==> config.mk <==
export PLATFORM = sky130hd
export DESIGN_NAME = smg_sqrt
export DESIGN_NICKNAME = d
export VERILOG_FILES = /design/src/sv/smg_pkg.sv /design/src/sv/smg_sqrt.sv
export SDC_FILE = /design/constraint.sdc
export NUM_CORES = 2
export LEC_CHECK = 0
export BUFFER_PORTS_ARGS = -buffer_cell sky130_fd_sc_hd__buf_4
export CAP_MARGIN = 20
export CORE_MARGIN = 2
export CORE_UTILIZATION = 59
export CTS_CLUSTER_SIZE = 30
export DETAILED_ROUTE_END_ITERATION = 10
export GPL_ROUTABILITY_DRIVEN = 1
export PLACE_DENSITY = 0.78
export REMOVE_ABC_BUFFERS = 1
export SETUP_SLACK_MARGIN = 0.15
export SLEW_MARGIN = 20
export SYNTH_ARGS = -nofsm -noshare
export SYNTH_HDL_FRONTEND = slang
export SYNTH_SLANG_ARGS = --single-unit
==> constraint.sdc <==
create_clock -name aclk -period 7.73 [get_ports aclk]
set_input_delay 1.546 -clock aclk [delete_from_list [all_inputs] [get_ports aclk]]
set_output_delay 1.546 -clock aclk [all_outputs]
set_load 0.1 [all_outputs]
==> src/sv/smg_pkg.sv <==
package smg_pkg;

    localparam int T_W    = 24;
    localparam int S_W    = 50;
    localparam int F_W    = 25;
    localparam int REM_W  = 28;
    localparam int C_W    = 48;
    localparam int K_W    = 33;
    localparam int TK_W   = 57;
    localparam int D32_W  = 59;
    localparam int D_W    = 42;
    localparam int DM_W   = 66;
    localparam int DS_W   = 46;
    localparam int FF_W   = 50;
    localparam int F2_W   = 35;
    localparam int F2F_W  = 60;
    localparam int F3_W   = 44;
    localparam int FT_W   = 50;
    localparam int SK_W   = 56;
    localparam int G_W    = 56;
    localparam int G3_W   = 58;
    localparam int GR_W   = 38;
    localparam int MET_W  = 48;
    localparam int GRAD_W = 40;
    localparam int N_ENT  = 9;

    localparam int SQRT_STAGES = F_W;
    localparam int DET_STAGES  = 8;
    localparam int T_DLY       = SQRT_STAGES + 2;
    localparam int K_DLY       = T_DLY - DET_STAGES;

    localparam logic signed [21:0] SQRT3_Q20   = 22'sd1816187;
    localparam logic signed [23:0] SQRT3X3_Q20 = 24'sd5448561;

    typedef logic signed [T_W-1:0]    tval_t;
    typedef tval_t [N_ENT-1:0]        tmat_t;
    typedef logic signed [K_W-1:0]    kval_t;
    typedef kval_t [N_ENT-1:0]        kmat_t;
    typedef logic signed [DS_W-1:0]   ds_t;
    typedef logic [F_W-1:0]           froot_t;
    typedef logic signed [MET_W-1:0]  metric_t;
    typedef logic signed [GRAD_W-1:0] gval_t;
    typedef gval_t [N_ENT-1:0]        gmat_t;

    function automatic logic signed [DM_W-1:0] rshr(input logic signed [DM_W-1:0] v,
                                                    input int s);
        logic [DM_W-1:0] m;
        logic [DM_W-1:0] half;
        half = DM_W'(1) << (s - 1);
        if (v < 0) begin
            m = (DM_W'(-v) + half) >> s;
            rshr = -$signed(m);
        end else begin
            m = (DM_W'(v) + half) >> s;
            rshr = $signed(m);
        end
    endfunction

    function automatic metric_t sat_metric(input logic signed [DM_W-1:0] v);
        if (v > $signed({{(DM_W-MET_W+1){1'b0}}, {(MET_W-1){1'b1}}})) begin
            sat_metric = {1'b0, {(MET_W-1){1'b1}}};
        end else if (v < -$signed({{(DM_W-MET_W){1'b0}}, 1'b1, {(MET_W-1){1'b0}}})) begin
            sat_metric = {1'b1, {(MET_W-1){1'b0}}};
        end else begin
            sat_metric = v[MET_W-1:0];
        end
    endfunction

    function automatic gval_t sat_grad(input logic signed [DM_W-1:0] v);
        if (v > $signed({{(DM_W-GRAD_W+1){1'b0}}, {(GRAD_W-1){1'b1}}})) begin
            sat_grad = {1'b0, {(GRAD_W-1){1'b1}}};
        end else if (v < -$signed({{(DM_W-GRAD_W){1'b0}}, 1'b1, {(GRAD_W-1){1'b0}}})) begin
            sat_grad = {1'b1, {(GRAD_W-1){1'b0}}};
        end else begin
            sat_grad = v[GRAD_W-1:0];
        end
    endfunction

endpackage

==> src/sv/smg_sqrt.sv <==
module smg_sqrt (
    input  logic                  aclk,
    input  logic                  en,
    input  logic [smg_pkg::S_W-1:0] rad,
    output smg_pkg::froot_t       root
);
    import smg_pkg::*;

    logic [S_W-1:0]   rad_reg  [1:SQRT_STAGES];
    logic [REM_W-1:0] rem_reg  [1:SQRT_STAGES];
    logic [F_W-1:0]   root_reg [1:SQRT_STAGES];

    for (genvar j = 0; j < SQRT_STAGES; j++) begin : g_stage
        logic [S_W-1:0]   rad_cur;
        logic [REM_W-1:0] rem_cur;
        logic [F_W-1:0]   root_cur;
        logic [REM_W-1:0] rem_sh;
        logic [REM_W-1:0] trial;
        logic [REM_W-1:0] rem_next;
        logic [F_W-1:0]   root_next;

        if (j == 0) begin : g_first
            assign rad_cur  = rad;
            assign rem_cur  = '0;
            assign root_cur = '0;
        end else begin : g_rest
            assign rad_cur  = rad_reg[j];
            assign rem_cur  = rem_reg[j];
            assign root_cur = root_reg[j];
        end

        always_comb begin
            rem_sh = {rem_cur[REM_W-3:0], rad_cur[S_W-1:S_W-2]};
            trial  = REM_W'({root_cur, 2'b01});
            if (rem_sh >= trial) begin
                rem_next  = rem_sh - trial;
                root_next = {root_cur[F_W-2:0], 1'b1};
            end else begin
                rem_next  = rem_sh;
                root_next = {root_cur[F_W-2:0], 1'b0};
            end
        end

        always_ff @(posedge aclk) begin
            if (en) begin
                rad_reg[j+1]  <= {rad_cur[S_W-3:0], 2'b00};
                rem_reg[j+1]  <= rem_next;
                root_reg[j+1] <= root_next;
            end
        end
    end

    assign root = root_reg[SQRT_STAGES];
endmodule

# Yosys cells after proc, flatten, opt, wreduce, memory -nomap -nowiden

Memory sizes are Yosys's and may differ from the RTL's.
Index checks and enable logic that the tools add are counted.

Bits of input ports: 52
Register bits after elaboration: 0
Bits in writable memories: 2,525
Memories: 3
Logic and storage cells: 105

Multiplexer cells: 52
$lt $le $gt $ge: 25
Add/sub/neg operators: 25

Memory list:

| memory   | depth | bits a word | read ports | clocked after Yosys merged registers in | write ports | RTL line       | RTL |
|---|---|---|---|---|---|---|---|
| rad_reg  | 25    | 48          | 24         | 0                                       | 25          | smg_sqrt.sv:9  | `logic [S_W-1:0] rad_reg [1:SQRT_STAGES];` |
| rem_reg  | 25    | 28          | 24         | 0                                       | 25          | smg_sqrt.sv:10 | `logic [REM_W-1:0] rem_reg [1:SQRT_STAGES];` |
| root_reg | 25    | 25          | 25         | 0                                       | 25          | smg_sqrt.sv:11 | `logic [F_W-1:0] root_reg [1:SQRT_STAGES];` |

Operators with widths:

| kind                                                               | number |
|---|---|
| 2-to-1 mux 28 bit                                                  | 25 |
| greater-or-equal comparator 28 x 27 -> 1 bit                       | 24 |
| subtractor 28 x 27 -> 28 bit                                       | 24 |
| 2-to-1 mux 1 bit                                                   | 27 |
| subtractor 2 x 1 -> 3 bit (second input constant)                  | 1 |
| greater-or-equal comparator 2 x 1 -> 1 bit (second input constant) | 1 |

# Depth between registers and ports, before layout

An unclocked memory read counts as a cell.

Word-level depth: 3
Depth in mapped cells: 13

# Least setup slack after synthesis

Ideal clock, no wire load.

Path type: register to register
Start point: memory rem_reg[22][0]
End point: memory rem_reg[23][13], data pin
Required time: 7,470 ps
Setup time: 260 ps
Setup slack: 4,668 ps
Buffers on the path: 1
Cell stages (with the launch flop): 10
Arrival time: 2,802 ps
Path through: edfxtp_1 ha_1 nor2b_1 o31ai_1 a21oi_1 o21ai_0 o31a_1 o31ai_1 clkbuf_1 mux2_2

RTL lines:

| element     | RTL line |
|---|---|
| from (decl) | smg_sqrt.sv:10 |

==> flow_metrics.tcl <==
set metrics [dict create \
    largest_reg_flops 600 \
    start_kind "flip-flop" \
    ant_nets 0 \
    grt_use_total 0.205 \
    grt_pass1_wl_mm 201 \
    drv_cap 0 \
    max_freq_ghz 0.264 \
    first_pass_iters 6 \
    yosysWarnings 0 \
    drt_iter0_drc 3267 \
    hold_ws_ns 0.360 \
    seq_area_frac_synth 0.648 \
    grt_pass1_vias 40200 \
    critPathMaxFanout 26 \
    io_pins 77 \
    cts_tree "built" \
    num_vias 41200 \
    synth_xor_area_frac 0.0593 \
    synth_compound_area_frac 0.0931 \
    ys_types 83 \
    final_cells 7169 \
    synth-simple-area-share 0.0966 \
    cts-htree-levels 4 \
    synthAdderAreaFrac 0.0628 \
    grt_use_met1 0.261 \
    power_frac_clock 0.321 \
    syn_inst 5361 \
    drt_wl_total_mm 125 \
    ctsHoldBuffers 0 \
    nets 5919 \
    pwr-share-comb 0.186 \
    num_rows 126 \
    rsz0062_at_grt "no" \
    detailed_place_hpwl_mm 86.9 \
    cts_buffers 152 \
    tns_ns 0 \
    hold_viol_final 0 \
    area_growth_pct 10.5 \
    synth_top_family_by_area "simple AND/OR/NAND/NOR gates" \
    cts-root-buf "clkbuf_16" \
    post-route-util 0.658 \
    place_inst 6897 \
    cp.arrival_ns 4.26 \
    r2r_cells 10 \
    crit_top_cell "a21oi_1" \
    wl_per_cell_um 17.4 \
    grt_max_degree 202 \
    hold_path.class "flip-flop to flip-flop" \
    r2r_end "rem_reg[21][23]" \
    critPathCaptureType "flip-flop" \
    switchingPower_w 0.00602 \
    post_cts_buffers 0 \
    synth_edf_count 1514 \
    seq_power_share 0.493 \
    ys_top_cells_by_area "edfxtp_1, ha_1, xor2_1" \
    clockBufferDepth 3 \
    p_per_area_nw_per_um2 285 \
    gp_congestion 0.922 \
    synth_async_sr_flop_share 0 \
    die_h_um 349 \
    die_w_um 349 \
    drcViolationCount 0 \
    worstSetupStartpoint "rem_reg[20][0]" \
    ctsResizeCount 0 \
    synth.avg_cell_area_um2 13.1 \
    p_leak_nw 29.8 \
    viasPerCell 5.75 \
    ir_drop_uv 235 \
    fin_ws_ns 3.94 \
    yosysTopAreaCell "edfxtp_1" \
    io_buffer_count 76 \
    cpPeakStageDelay_ns 0.85 \
    post-route-min-period_ns 3.79 \
    max_slew.worst_pin.slew_ns 1.10 \
    path_cells "ha_1 -> nor2b_1 -> o31a_1 -> o21ai_0 -> a21oi_1 -> a21oi_2 -> buf_4 -> or4_1 -> a21oi_1 -> xor2_1" \
    cp-endpoint "rem_reg[21][23]" \
    clk_latency_ns 0.77 \
    die_area_um2 122000 \
    relSlewSlack 0.265 \
    drive_gt1_frac 0.0790 \
    cpMaxStageDelayCell "a21oi_2" \
    synthMuxAreaShare 0.0111 \
    pre_cts_ws_ns 3.97 \
    synth_top_cell_area_share 0.648 \
    grt-busiest-layer "met2" \
    met3_usage 0.0313 \
    ys_ff_latch 1514 \
    path_clk_slew_ns 0.06 \
    finalCritPeriodShare 0.490 \
    met2_usage 0.349 \
    swShare 0.272 \
    grt_antenna_before_repair 0 \
    critical_path_class "flip-flop to flip-flop" \
    slew_viol_final 0 \
    reg2reg_from "rem_reg[20][0]" \
    cts_sinks 1514 \
    syn_area_um2 70200 \
    n_antenna_cell 0 \
    setup_viol 0 \
    coreArea_um2 118000 \
    cp_data_required_time_ns 8.21 \
    r2r_slack_ns 3.94 \
    outcome "finished, final reports clean" \
    start_util 0.595 \
    finClkSkew_ns 0.0664 \
    synth_flop_cell "edfxtp_1" \
    grt.overflow.total 0 \
    intPower_w 0.0161 \
]
==> critical path: cells and delay by family, from the launching register on <==
family / cells / cell delay [ns]
AOI/OAI and AO/OA: 5 / 1.88
xor gates and xnor gates: 1 / 0.15
adders and majority gates: 1 / 0.38
buffers and inverters: 1 / 0.38
DFF: 1 / 0.41
and+or+nand+nor: 2 / 0.31
==> power by group through the flow <==
| stage | registers, W | logic (W) | clock network [W] |
|---|---|---|---|
| after detailed placement | 0.0111 | 0.00404 | 0 |
| after global routing | 0.0110 | 0.00456 | 0.00760 |
| final | 0.0109 | 0.00410 | 0.00711 |
| after CTS | 0.0109 | 0.00408 | 0.00730 |
| after global placement | 0.0110 | 0.00394 | 0 |
| after floorplan | 0.0109 | 0.00303 | 0 |
==> cells in the mapped netlist (all sizes together) (56+ instances only) <==
master  instances
nand3          76
nand4          57
inv           442
mux2           62
nand2         349
o21a           81
a21oi         322
xnor2         234
clkbuf         92
xor2          241
ha            352
nor4           77
nor2          336
nor2b          60
nand2b         56
o21ai         257
edfxtp       1514
a21o          111
nor3          129
==> layout by cell type, fill, tap and decap left out, types with 111 or more instances in the layout <==
cell type / n
a21o_1: 111
a21oi_1: 320
clkbuf_16: 153
edfxtp_1: 1514
ha_1: 352
inv_1: 440
nand2_1: 348
nor2_1: 335
nor3_1: 128
o21ai_0: 256
xnor2_1: 234
xor2_1: 241
==> worst min path at each step <==
stage | cells past startpoint | slack (ns) | startpoint | end
after global placement | 0 | 0.40 | rad_reg[10][37] | rad_reg[11][39]
after global routing | 0 | 0.37 | rad_reg[13][28] | rad_reg[14][30]
after floorplan | 0 | 0.40 | rad_reg[9][16] | rad_reg[10][18]
after CTS | 0 | 0.36 | rad_reg[13][28] | rad_reg[14][30]
final | 0 | 0.36 | rad_reg[13][28] | rad_reg[14][30]
after detailed placement | 0 | 0.40 | rad_reg[9][21] | rad_reg[10][23]
==> through the flow <==
step	total power, W	area, um2
2_1_floorplan	0.0139	69800
3_3_place_gp	0.0150	72600
3_5_place_dp	0.0151	72600
4_1_cts	0.0223	77500
5_1_grt	0.0232	77500
6_report	0.0221	77500
==> per-layer routing <==
metal / up-vias / wire length [um] / part of all wire
li1: 20200 / - / -
met1: 19600 / 52500 / 0.42
met2: 1117 / 61400 / 0.49
met3: 298 / 6120 / 0.049
met4: 0 / 4910 / 0.039
met5: - / 0 / 0
==> logic make-up (layout without fill, tap and decap cells) <==
kind of cell             count (synthesis)  after routing
other                                    1              1
multiplexers                            70             70
XOR/XNOR                               475            475
AND/OR/NAND/NOR                       1362           1362
adder cells (fa/ha/maj)                352            352
buffers and inverters                  541            813
AO/OA/AOI/OAI                         1046           1046
flip-flops                            1514           1514
==> final cells by class <==
type,instances,area (um2)
clock buffer,175,3910
clock inverter,97,1020
fill,8209,40400
inverter,442,1660
multi-input combinational,3306,22700
sequential,1514,45500
tap,1536,1920
timing repair buffer,99,851
Note: power is estimated with default switching activity, not from simulation.
